--- config.mk ---
export PLATFORM = sky130hd
export DESIGN_NAME = imu_sample_scale_bias_orient
export DESIGN_NICKNAME = d
export VERILOG_FILES = /design/src/imusbo_pkg.sv /design/src/imusbo_bias_div.sv /design/src/imu_sample_scale_bias_orient.sv
export SDC_FILE = /design/constraint.sdc
export NUM_CORES = 2
export LEC_CHECK = 0
export ABC_CLOCK_PERIOD_IN_PS = 11700
export BUFFER_PORTS_ARGS = -buffer_cell sky130_fd_sc_hd__buf_2
export CAP_MARGIN = 5
export CORE_MARGIN = 1
export CORE_UTILIZATION = 45
export CTS_CLUSTER_DIAMETER = 40
export DETAILED_ROUTE_END_ITERATION = 8
export PLACE_DENSITY = 0.58
export REMOVE_ABC_BUFFERS = 1
export SLEW_MARGIN = 20
export SYNTH_ARGS = -nofsm -noshare
export SYNTH_HDL_FRONTEND = slang
export SYNTH_SLANG_ARGS = --single-unit
--- constraint.sdc ---
create_clock -name aclk -period 11.7 [get_ports aclk]
set_clock_uncertainty 0.2 [all_clocks]
set_input_delay 1.17 -clock aclk [delete_from_list [all_inputs] [get_ports aclk]]
set_output_delay 1.17 -clock aclk [all_outputs]
set_load 0.02 [all_outputs]
--- src/imusbo_pkg.sv ---
// Shared constants, types and remap tables for the IMU scale, bias and orientation block.
`default_nettype none

package imusbo_pkg;

    localparam int SAMPLE_COUNT = 100;

    localparam int RAW_W      = 16;
    localparam int ACC_W      = 21;
    localparam int GYR_W      = 28;
    localparam int ACC_BIAS_W = 21;
    localparam int GYR_BIAS_W = 27;
    localparam int ACC_CALC_W = 22;
    localparam int GYR_CALC_W = 29;
    localparam int NUM_AXES   = 6;
    localparam int AXIS_W     = 3;
    localparam int NUM_ACCEL  = 3;

    // x2 and x128 scale used for the bias, and as base of the range shifts
    localparam int ACCEL_SHIFT = 1;
    localparam int GYRO_SHIFT  = 7;

    localparam int SUM_W     = $clog2(32768 * SAMPLE_COUNT) + 1;
    localparam int CNT_W     = $clog2(SAMPLE_COUNT + 1);
    localparam int DIV_IN_W  = SUM_W + GYRO_SHIFT;
    localparam int DIV_SHIFT = DIV_IN_W + $clog2(SAMPLE_COUNT);
    localparam int RECIP_W   = DIV_IN_W + 1;
    localparam int PROD_W    = DIV_IN_W + RECIP_W;
    localparam int Q_W       = 23;

    // ceil(2^DIV_SHIFT / SAMPLE_COUNT): exact floor division for all divider inputs
    localparam logic [RECIP_W-1:0] RECIP = RECIP_W'(((64'd1 << DIV_SHIFT)
        + 64'(SAMPLE_COUNT) - 64'd1) / 64'(SAMPLE_COUNT));

    localparam logic [CNT_W-1:0] CNT_LAST = CNT_W'(SAMPLE_COUNT - 1);

    localparam logic signed [ACC_BIAS_W-1:0] ONE_G = ACC_BIAS_W'(32768);

    localparam logic [2:0] GYRO_SEL_MAX = 3'd4;

    localparam logic OP_MEASURE   = 1'b0;
    localparam logic OP_CALIBRATE = 1'b1;
    localparam logic KIND_SAMPLE  = 1'b0;
    localparam logic KIND_BIAS    = 1'b1;

    localparam logic [1:0] CFG_ACCEL_RANGE = 2'd0;
    localparam logic [1:0] CFG_GYRO_RANGE  = 2'd1;
    localparam logic [1:0] CFG_ORIENT      = 2'd2;

    typedef struct packed {
        logic              valid;
        logic [AXIS_W-1:0] axis;
    } div_tag_t;

    // source raw axis for output axis i
    function automatic logic [1:0] remap_src(input logic [2:0] o, input logic [1:0] i);
        logic [1:0] s;
        case (o)
            3'd0, 3'd2: s = i;
            3'd1, 3'd3: s = (i == 2'd0) ? 2'd1 : (i == 2'd1) ? 2'd0 : 2'd2;
            3'd4, 3'd6: s = (i == 2'd0) ? 2'd2 : (i == 2'd1) ? 2'd1 : 2'd0;
            default:    s = (i == 2'd0) ? 2'd2 : (i == 2'd1) ? 2'd0 : 2'd1;
        endcase
        return s;
    endfunction

    // negate flags for output X, Y, Z packed as {Z, Y, X}
    function automatic logic remap_neg(input logic [2:0] o, input logic [1:0] i);
        logic [2:0] n;
        case (o)
            3'd0:    n = 3'b000;
            3'd1:    n = 3'b001;
            3'd2:    n = 3'b011;
            3'd3:    n = 3'b010;
            3'd4:    n = 3'b111;
            3'd5:    n = 3'b101;
            3'd6:    n = 3'b001;
            default: n = 3'b011;
        endcase
        return n[i];
    endfunction

    function automatic logic [1:0] gravity_axis(input logic [2:0] o);
        logic [1:0] g;
        case (o)
            3'd4, 3'd6: g = 2'd0;
            3'd5, 3'd7: g = 2'd1;
            default:    g = 2'd2;
        endcase
        return g;
    endfunction

endpackage

`default_nettype wire

--- src/imusbo_bias_div.sv ---
// Two-stage signed divide of a calibration sum by the sample count, via reciprocal multiply.
`default_nettype none

module imusbo_bias_div (
    input  wire                                     aclk,
    input  wire                                     aresetn,
    input  wire imusbo_pkg::div_tag_t               in_tag,
    input  wire logic signed [imusbo_pkg::SUM_W-1:0] in_sum,
    output imusbo_pkg::div_tag_t                    out_tag,
    output logic signed [imusbo_pkg::Q_W:0]         out_quot
);

    logic [imusbo_pkg::SUM_W-1:0]    mag;
    logic [imusbo_pkg::DIV_IN_W-1:0] v_next;
    logic [imusbo_pkg::PROD_W-1:0]   prod_next;
    logic [imusbo_pkg::Q_W-1:0]      quot;
    logic signed [imusbo_pkg::Q_W:0] quot_s;

    imusbo_pkg::div_tag_t            tag1_reg;
    imusbo_pkg::div_tag_t            tag2_reg;
    logic [imusbo_pkg::DIV_IN_W-1:0] v_reg;
    logic                            neg1_reg;
    logic [imusbo_pkg::PROD_W-1:0]   prod_reg;
    logic                            neg2_reg;

    always_comb begin
        mag = in_sum[imusbo_pkg::SUM_W-1] ? imusbo_pkg::SUM_W'(-in_sum)
                                          : imusbo_pkg::SUM_W'(in_sum);
        if (in_tag.axis >= imusbo_pkg::AXIS_W'(imusbo_pkg::NUM_ACCEL)) begin
            v_next = imusbo_pkg::DIV_IN_W'(mag) << imusbo_pkg::GYRO_SHIFT;
        end else begin
            v_next = imusbo_pkg::DIV_IN_W'(mag) << imusbo_pkg::ACCEL_SHIFT;
        end
    end

    assign prod_next = imusbo_pkg::PROD_W'(v_reg) * imusbo_pkg::PROD_W'(imusbo_pkg::RECIP);

    always_ff @(posedge aclk) begin
        if (!aresetn) begin
            tag1_reg <= '0;
            tag2_reg <= '0;
        end else begin
            tag1_reg <= in_tag;
            tag2_reg <= tag1_reg;
        end
        v_reg    <= v_next;
        neg1_reg <= in_sum[imusbo_pkg::SUM_W-1];
        prod_reg <= prod_next;
        neg2_reg <= neg1_reg;
    end

    // truncation toward zero: divide the magnitude, then restore the sign
    assign quot     = prod_reg[imusbo_pkg::DIV_SHIFT +: imusbo_pkg::Q_W];
    assign quot_s   = signed'({1'b0, quot});
    assign out_quot = neg2_reg ? -quot_s : quot_s;
    assign out_tag  = tag2_reg;

endmodule

`default_nettype wire

--- src/imu_sample_scale_bias_orient.sv ---
// IMU sample conditioning top level: range scaling, bias removal, axis remap and bias calibration.
// A measure request is taken every clock outside calibration and its conditioned sample is valid
// in the output register from the next cycle; a new request is taken in the same cycle a waiting
// result leaves, so s_ready follows m_ready while a result is held.
// Calibration requests are also taken one per clock, under the same conditions. The request that completes the sample
// set holds s_ready low while the biases are worked out and until they can be loaded into the output register: the six
// biases are worked out one axis a cycle through a shared two-stage reciprocal multiplier
// (issued in state ST_DIV, drained in ST_DRAIN), then the biases are emitted.
`default_nettype none

module imu_sample_scale_bias_orient (
    input  wire                                   aclk,
    input  wire                                   aresetn,
    input  wire                                   cfg_valid,
    output logic                                  cfg_ready,
    input  wire logic [1:0]                       cfg_index,
    input  wire logic [2:0]                       cfg_data,
    input  wire                                   s_valid,
    output logic                                  s_ready,
    input  wire logic                             s_op,
    input  wire logic signed [imusbo_pkg::RAW_W-1:0] s_accel_raw_x,
    input  wire logic signed [imusbo_pkg::RAW_W-1:0] s_accel_raw_y,
    input  wire logic signed [imusbo_pkg::RAW_W-1:0] s_accel_raw_z,
    input  wire logic signed [imusbo_pkg::RAW_W-1:0] s_gyro_raw_x,
    input  wire logic signed [imusbo_pkg::RAW_W-1:0] s_gyro_raw_y,
    input  wire logic signed [imusbo_pkg::RAW_W-1:0] s_gyro_raw_z,
    output logic                                  m_valid,
    input  wire                                   m_ready,
    output logic                                  m_kind,
    output logic signed [imusbo_pkg::ACC_W-1:0]   m_accel_x,
    output logic signed [imusbo_pkg::ACC_W-1:0]   m_accel_y,
    output logic signed [imusbo_pkg::ACC_W-1:0]   m_accel_z,
    output logic signed [imusbo_pkg::GYR_W-1:0]   m_gyro_x,
    output logic signed [imusbo_pkg::GYR_W-1:0]   m_gyro_y,
    output logic signed [imusbo_pkg::GYR_W-1:0]   m_gyro_z
);

    typedef enum logic [1:0] {
        ST_RUN,
        ST_DIV,
        ST_DRAIN,
        ST_EMIT
    } state_t;

    state_t state_reg;

    logic [1:0] accel_range_reg;
    logic [2:0] gyro_range_reg;
    logic [2:0] orient_reg;

    logic signed [imusbo_pkg::ACC_BIAS_W-1:0] acc_bias_reg [3];
    logic signed [imusbo_pkg::GYR_BIAS_W-1:0] gyr_bias_reg [3];
    logic signed [imusbo_pkg::SUM_W-1:0]      sums_reg [imusbo_pkg::NUM_AXES];
    logic [imusbo_pkg::CNT_W-1:0]             cnt_reg;
    logic [imusbo_pkg::AXIS_W-1:0]            iss_reg;

    logic                                     m_valid_reg;
    logic                                     m_kind_reg;
    logic signed [imusbo_pkg::ACC_W-1:0]      m_acc_reg [3];
    logic signed [imusbo_pkg::GYR_W-1:0]      m_gyr_reg [3];

    logic signed [imusbo_pkg::RAW_W-1:0]      raw [imusbo_pkg::NUM_AXES];
    logic [2:0]                               acc_shift;
    logic [2:0]                               gyr_sel;
    logic [3:0]                               gyr_shift;
    logic signed [imusbo_pkg::ACC_CALC_W-1:0] acc_cal [3];
    logic signed [imusbo_pkg::GYR_CALC_W-1:0] gyr_cal [3];
    logic signed [imusbo_pkg::ACC_CALC_W-1:0] acc_pick;
    logic signed [imusbo_pkg::GYR_CALC_W-1:0] gyr_pick;
    logic signed [imusbo_pkg::ACC_W-1:0]      acc_out [3];
    logic signed [imusbo_pkg::GYR_W-1:0]      gyr_out [3];
    logic [1:0]                               src;
    logic                                     out_free;
    logic                                     out_load;

    imusbo_pkg::div_tag_t                     div_in_tag;
    imusbo_pkg::div_tag_t                     div_out_tag;
    logic signed [imusbo_pkg::Q_W:0]          div_quot;
    logic signed [imusbo_pkg::ACC_BIAS_W-1:0] acc_wb;
    logic signed [imusbo_pkg::ACC_BIAS_W-1:0] acc_wb_adj;

    assign raw[0] = s_accel_raw_x;
    assign raw[1] = s_accel_raw_y;
    assign raw[2] = s_accel_raw_z;
    assign raw[3] = s_gyro_raw_x;
    assign raw[4] = s_gyro_raw_y;
    assign raw[5] = s_gyro_raw_z;

    assign cfg_ready = 1'b1;
    assign out_free  = !m_valid_reg || m_ready;
    assign s_ready   = (state_reg == ST_RUN) && out_free;
    assign out_load  = ((state_reg == ST_RUN) && s_valid && s_ready
                        && (s_op == imusbo_pkg::OP_MEASURE))
                       || ((state_reg == ST_EMIT) && out_free);

    // measure path: scale, remove bias, remap
    always_comb begin
        acc_shift = 3'(imusbo_pkg::ACCEL_SHIFT) + {1'b0, accel_range_reg};
        gyr_sel   = (gyro_range_reg > imusbo_pkg::GYRO_SEL_MAX) ? imusbo_pkg::GYRO_SEL_MAX
                                                                : gyro_range_reg;
        gyr_shift = 4'(imusbo_pkg::GYRO_SHIFT) + {1'b0, gyr_sel};
        for (int i = 0; i < 3; i++) begin
            acc_cal[i] = (imusbo_pkg::ACC_CALC_W'(raw[i]) <<< acc_shift)
                         - imusbo_pkg::ACC_CALC_W'(acc_bias_reg[i]);
            gyr_cal[i] = (imusbo_pkg::GYR_CALC_W'(raw[i + 3]) <<< gyr_shift)
                         - imusbo_pkg::GYR_CALC_W'(gyr_bias_reg[i]);
        end
        acc_pick = '0;
        gyr_pick = '0;
        src      = '0;
        for (int i = 0; i < 3; i++) begin
            src      = imusbo_pkg::remap_src(orient_reg, 2'(i));
            acc_pick = acc_cal[src];
            gyr_pick = gyr_cal[src];
            if (imusbo_pkg::remap_neg(orient_reg, 2'(i))) begin
                acc_pick = -acc_pick;
                gyr_pick = -gyr_pick;
            end
            acc_out[i] = acc_pick[imusbo_pkg::ACC_W-1:0];
            gyr_out[i] = gyr_pick[imusbo_pkg::GYR_W-1:0];
        end
    end

    assign div_in_tag = '{valid: (state_reg == ST_DIV), axis: iss_reg};

    imusbo_bias_div u_div (
        .aclk     (aclk),
        .aresetn  (aresetn),
        .in_tag   (div_in_tag),
        .in_sum   (sums_reg[iss_reg]),
        .out_tag  (div_out_tag),
        .out_quot (div_quot)
    );

    // one g comes off the gravity axis
    always_comb begin
        acc_wb = imusbo_pkg::ACC_BIAS_W'(div_quot);
        if (div_out_tag.axis[1:0] == imusbo_pkg::gravity_axis(orient_reg)) begin
            acc_wb_adj = (acc_wb > 0) ? acc_wb - imusbo_pkg::ONE_G
                                      : acc_wb + imusbo_pkg::ONE_G;
        end else begin
            acc_wb_adj = acc_wb;
        end
    end

    always_ff @(posedge aclk) begin
        if (!aresetn) begin
            state_reg       <= ST_RUN;
            accel_range_reg <= 2'd3;
            gyro_range_reg  <= 3'd4;
            orient_reg      <= 3'd0;
            cnt_reg         <= '0;
            iss_reg         <= '0;
            m_valid_reg     <= 1'b0;
            for (int i = 0; i < 3; i++) begin
                acc_bias_reg[i] <= '0;
                gyr_bias_reg[i] <= '0;
            end
            for (int i = 0; i < imusbo_pkg::NUM_AXES; i++) begin
                sums_reg[i] <= '0;
            end
        end else begin
            if (cfg_valid && cfg_ready) begin
                case (cfg_index)
                    imusbo_pkg::CFG_ACCEL_RANGE: accel_range_reg <= cfg_data[1:0];
                    imusbo_pkg::CFG_GYRO_RANGE:  gyro_range_reg  <= cfg_data;
                    imusbo_pkg::CFG_ORIENT:      orient_reg      <= cfg_data;
                    default: ;
                endcase
            end

            if (out_load) begin
                m_valid_reg <= 1'b1;
            end else if (m_ready) begin
                m_valid_reg <= 1'b0;
            end

            if (div_out_tag.valid) begin
                if (div_out_tag.axis < imusbo_pkg::AXIS_W'(imusbo_pkg::NUM_ACCEL)) begin
                    acc_bias_reg[div_out_tag.axis[1:0]] <= acc_wb_adj;
                end else begin
                    gyr_bias_reg[2'(div_out_tag.axis - imusbo_pkg::AXIS_W'(imusbo_pkg::NUM_ACCEL))]
                        <= imusbo_pkg::GYR_BIAS_W'(div_quot);
                end
            end

            case (state_reg)
                ST_RUN: begin
                    if (s_valid && s_ready) begin
                        if (s_op == imusbo_pkg::OP_MEASURE) begin
                            m_kind_reg  <= imusbo_pkg::KIND_SAMPLE;
                            for (int i = 0; i < 3; i++) begin
                                m_acc_reg[i] <= acc_out[i];
                                m_gyr_reg[i] <= gyr_out[i];
                            end
                        end else begin
                            for (int i = 0; i < imusbo_pkg::NUM_AXES; i++) begin
                                sums_reg[i] <= sums_reg[i] + imusbo_pkg::SUM_W'(raw[i]);
                            end
                            if (cnt_reg == imusbo_pkg::CNT_LAST) begin
                                state_reg <= ST_DIV;
                                iss_reg   <= '0;
                            end else begin
                                cnt_reg <= cnt_reg + 1'b1;
                            end
                        end
                    end
                end
                ST_DIV: begin
                    iss_reg <= iss_reg + 1'b1;
                    if (iss_reg == imusbo_pkg::AXIS_W'(imusbo_pkg::NUM_AXES - 1)) begin
                        state_reg <= ST_DRAIN;
                    end
                end
                ST_DRAIN: begin
                    if (div_out_tag.valid &&
                        div_out_tag.axis == imusbo_pkg::AXIS_W'(imusbo_pkg::NUM_AXES - 1)) begin
                        state_reg <= ST_EMIT;
                    end
                end
                ST_EMIT: begin
                    if (out_free) begin
                        m_kind_reg  <= imusbo_pkg::KIND_BIAS;
                        for (int i = 0; i < 3; i++) begin
                            m_acc_reg[i] <= imusbo_pkg::ACC_W'(acc_bias_reg[i]);
                            m_gyr_reg[i] <= imusbo_pkg::GYR_W'(gyr_bias_reg[i]);
                        end
                        for (int i = 0; i < imusbo_pkg::NUM_AXES; i++) begin
                            sums_reg[i] <= '0;
                        end
                        cnt_reg   <= '0;
                        state_reg <= ST_RUN;
                    end
                end
                default: begin
                    state_reg <= ST_RUN;
                end
            endcase
        end
    end

    assign m_valid   = m_valid_reg;
    assign m_kind    = m_kind_reg;
    assign m_accel_x = m_acc_reg[0];
    assign m_accel_y = m_acc_reg[1];
    assign m_accel_z = m_acc_reg[2];
    assign m_gyro_x  = m_gyr_reg[0];
    assign m_gyro_y  = m_gyr_reg[1];
    assign m_gyro_z  = m_gyr_reg[2];

endmodule

`default_nettype wire
==> summary.txt <==
Yosys
  • Post-synthesis register bit count: 507
  • Synth top cells by count: inv_1, nor2_1, ha_1, edfxtp_1, a21oi_1
  • Synth Instances: 6,385
  • Syn Std Cell Area: 0.05743 mm2
  • Unique cell type count in the Yosys netlist: 99
  • Predominant post-synthesis flop cell: edfxtp_1
  • Yosys warnings: 0
  • Cell taking the most area after synthesis: edfxtp_1
  • Most common cell in the synthesized netlist: inv_1
  • Synth area leaders: edfxtp_1, ha_1, fa_1
  • Synth top area share: 0.2201
  • Syn avg cell area: between 8 and 9 um2
  • Register area share after synthesis: 0.2501
  • Post-synth EDFFs: around 420
  • Async S/R FF share, synth: 0

Global routing
  • Vias in the first global route: 46,750
  • Overflow after GRT: 0
  • GRT Total Usage: 0.3083
  • First-pass GRT wire length: 298.4 mm
  • Largest net degree at the start of global routing: 89
  • Initial antenna violation count: 12

Power and ir drop
  • Cell Pwr Density: roughly 360 mW/mm2
  • VDD IR max: 1.261 mV
  • Leak pwr: 29.51 nW
  • Total power: between 20 and 25 mW

Clock network
  • TritonCTS clock tree: yes
  • Hold-fix buffers at CTS: 0
  • Worst skew pair latency: 0.75 ns
  • Max Buffers Root-to-Sink: 3
  • H-tree level count: 3
  • Post-CTS Repair Setup Buffers: 0
  • CTS resizes: 0
  • Clk pin slew, worst setup/hold paths: 0.06 ns
  • CTS Sinks: roughly 500
  • Root buf cell: clkbuf_16
  • TritonCTS Buffers: 103

Worst hold path
  • Min-delay src: u_div.neg1_reg
  • Min-Delay Path Class: reg2reg
  • Hold Path Depth: 0
  • Hold endpoint: u_div.neg2_reg

Place
  • I/O Buffers: 256
  • Area after DPL: 0.06049 mm2
  • Gpl congestion: 0.9907
  • DP Wirelength: 165.2 mm

Drt
  • Final ANT Viol Nets: 0
  • DRC Markers: 0
  • WL final: 203.0 mm
  • WL/cell: 24.38 um
  • Pre-antenna DRT Iters: 8
  • Vias post-DR: 48,430
  • Via density: 5.816
  • Detailed Route Iter0 Violations: 4,955

Critical path
  • Worst Path Max Fanout: 42
  • Critical path arrival: 8.88 ns
  • CP Capture Type: flip-flop
  • Critical path's slowest cell: o311ai_0
  • Worst r2r src: gyro_range_reg[2]
  • Reg-to-reg critical path endpoint: m_gyr_reg[0][26]
  • Reg2reg path depth: 21
  • Crit-path max cell delay: 1.00 ns
  • CP delay by family, top: simple AND/OR/NAND/NOR gates
  • Req. time, crit path: 11.97 ns
  • Critical setup path kind: reg2reg
  • Startpoint types: flip-flop
  • Reg2Reg Setup Slack: 3.09 ns
  • Critical path buffers and inverters: 3
  • Worst path cell trace: nor2b_4 > clkinv_1 > ha_1 > inv_2 > buf_4 > nor2_1 > a31oi_1 > nor2_1 > ha_1 > o21ai_0 > a21oi_1 > or2_2 > o311ai_0 > a221o_1 > o2111a_1 > nor4b_1 > and4b_1 > nor4bb_1 > a31oi_1 > xnor2_1 > o21ai_0

STA
  • Final setup viols: 0
  • Slew @ Worst Pin: 1.174 ns
  • Max-slew violation count: 0
  • Final Critical Period: ~8.6 ns
  • Final Hold Slack: between 0.2 and 0.25 ns
  • F_max: approximately 120 MHz
  • Final Cycle Share: 0.7363
  • Total negative slack: 0 ns
  • RSZ-0062 raised after global routing: no
  • Hold violation count in the final report: 0
  • Worst slew margin: 0.2075

Floorplanning
  • Die Wd: 359.3 um
  • Row count: 130
  • Die area: about 0.13 mm2
  • Die Height: 359.3 um
  • Core footprint: ~0.13 mm2
  • Initial Utilization: 0.4556
  • Top-level I/O count: around 260

Flow run
  • Max_cap viols: 0

Layout
  • Post-route cell area: approximately 0.064 mm2
  • Fillers: 11,840
  • Layout cell share with drive strength beyond 1: 0.1074
  • Max FFs per register: approximately 140
  • Area Overhead vs Synth: 11.92%
  • Nets: 7,659

Outcome
  • Status: finished clean
-- how the worst max path moves through the flow --
stage | start | depth (start not counted) | endpoint
3_5_place_dp | u_div.v_reg[3] | 24 | u_div.prod_reg[56]
2_1_floorplan | gyro_range_reg[0] | 20 | m_gyr_reg[0][27]
5_1_grt | gyro_range_reg[2] | 21 | m_gyr_reg[0][26]
4_1_cts | u_div.v_reg[3] | 24 | u_div.prod_reg[56]
6_report | gyro_range_reg[2] | 21 | m_gyr_reg[0][26]
3_3_place_gp | gyro_range_reg[2] | 21 | m_gyr_reg[0][20]
-- per-stage QoR --
| stage | std cells | utilization | worst slack (ns) |
|---|---|---|---|
| 6_report | 8326 | 0.5099 | 3.085 |
| 5_1_grt | 8319 | 0.5098 | 2.987 |
| 4_1_cts | 8316 | 0.5097 | 3.481 |
| 3_5_place_dp | 8121 | 0.4799 | 3.477 |
| 3_3_place_gp | 8121 | 0.4799 | 3.433 |
| 2_1_floorplan | 6151 | - | 0.09814 |
-- power by group --
part	switching, mW	total, mW	internal [mW]	leakage [nW]
sequential	0.145	2.41	2.26	4.82
combinational	10.4	17.5	7.08	22.9
clock	1.16	3.20	2.04	1.82
-- metal layers --
layer  share of wire  GRT usage  vias to the layer above  wire [um]
li1                -          -                    22750          -
met1            0.43     0.4219                    23460      88240
met2            0.45     0.4897                     1869      91070
met3           0.080    0.05299                      337      16190
met4           0.037     0.1075                        6       7417
met5         0.00015          0                        -         31
-- cell usage in the layout (no fill, tap or decap), types with 14 or more instances in the layout --
cell	n
a211o_1	15
inv_6	16
nand2_1	398
buf_4	64
fa_1	333
o21a_1	50
o21ai_1	23
nand4_1	35
and4_1	14
o211ai_1	37
nor2b_1	55
mux4_2	31
nor3_1	114
nor4_1	21
ha_1	642
buf_2	256
xnor2_1	208
nand3_1	86
dfxtp_1	82
a21o_1	137
nor2_1	690
bufinv_16	17
and2_1	56
o31ai_1	39
or3_1	31
xor2_1	193
a21oi_1	410
or2_2	29
o21bai_1	34
clkbuf_16	103
edfxtp_1	421
mux2_2	76
a31oi_1	52
o22ai_1	18
o21ai_0	317
nand2b_1	39
a211oi_1	57
and3_1	61
inv_1	790
mux2i_1	239
-- cells by family (layout without fill, tap and decap cells) --
kind of cell               after synthesis  count (layout)  share of synthesized area
muxes                                  347             347                    0.06889
DFF                                    507             507                     0.2501
buffers and inverters                 1033            1311                    0.06971
other                                    1              14                 0.00006529
adders and majority gates              976             976                     0.2562
and+or+nand+nor                       1711            1711                     0.1376
AOI/OAI and AO/OA                     1392            1392                     0.1537
xor gates and xnor gates               418             418                    0.06374
-- layout make-up --
type	instances	area [um2]	share of cell area
multi-input combinational	4848	39310	0.6115
sequential	507	14370	0.2236
clock buffer	113	2625	0.04084
timing repair buffer	320	1762	0.02741
clock inverter	82	1135	0.01765
inverter	796	2988	0.04648
antenna	10	25.02	0.0003893
tap	1650	2064	0.03212
Power figures use the tool's default switching activity.
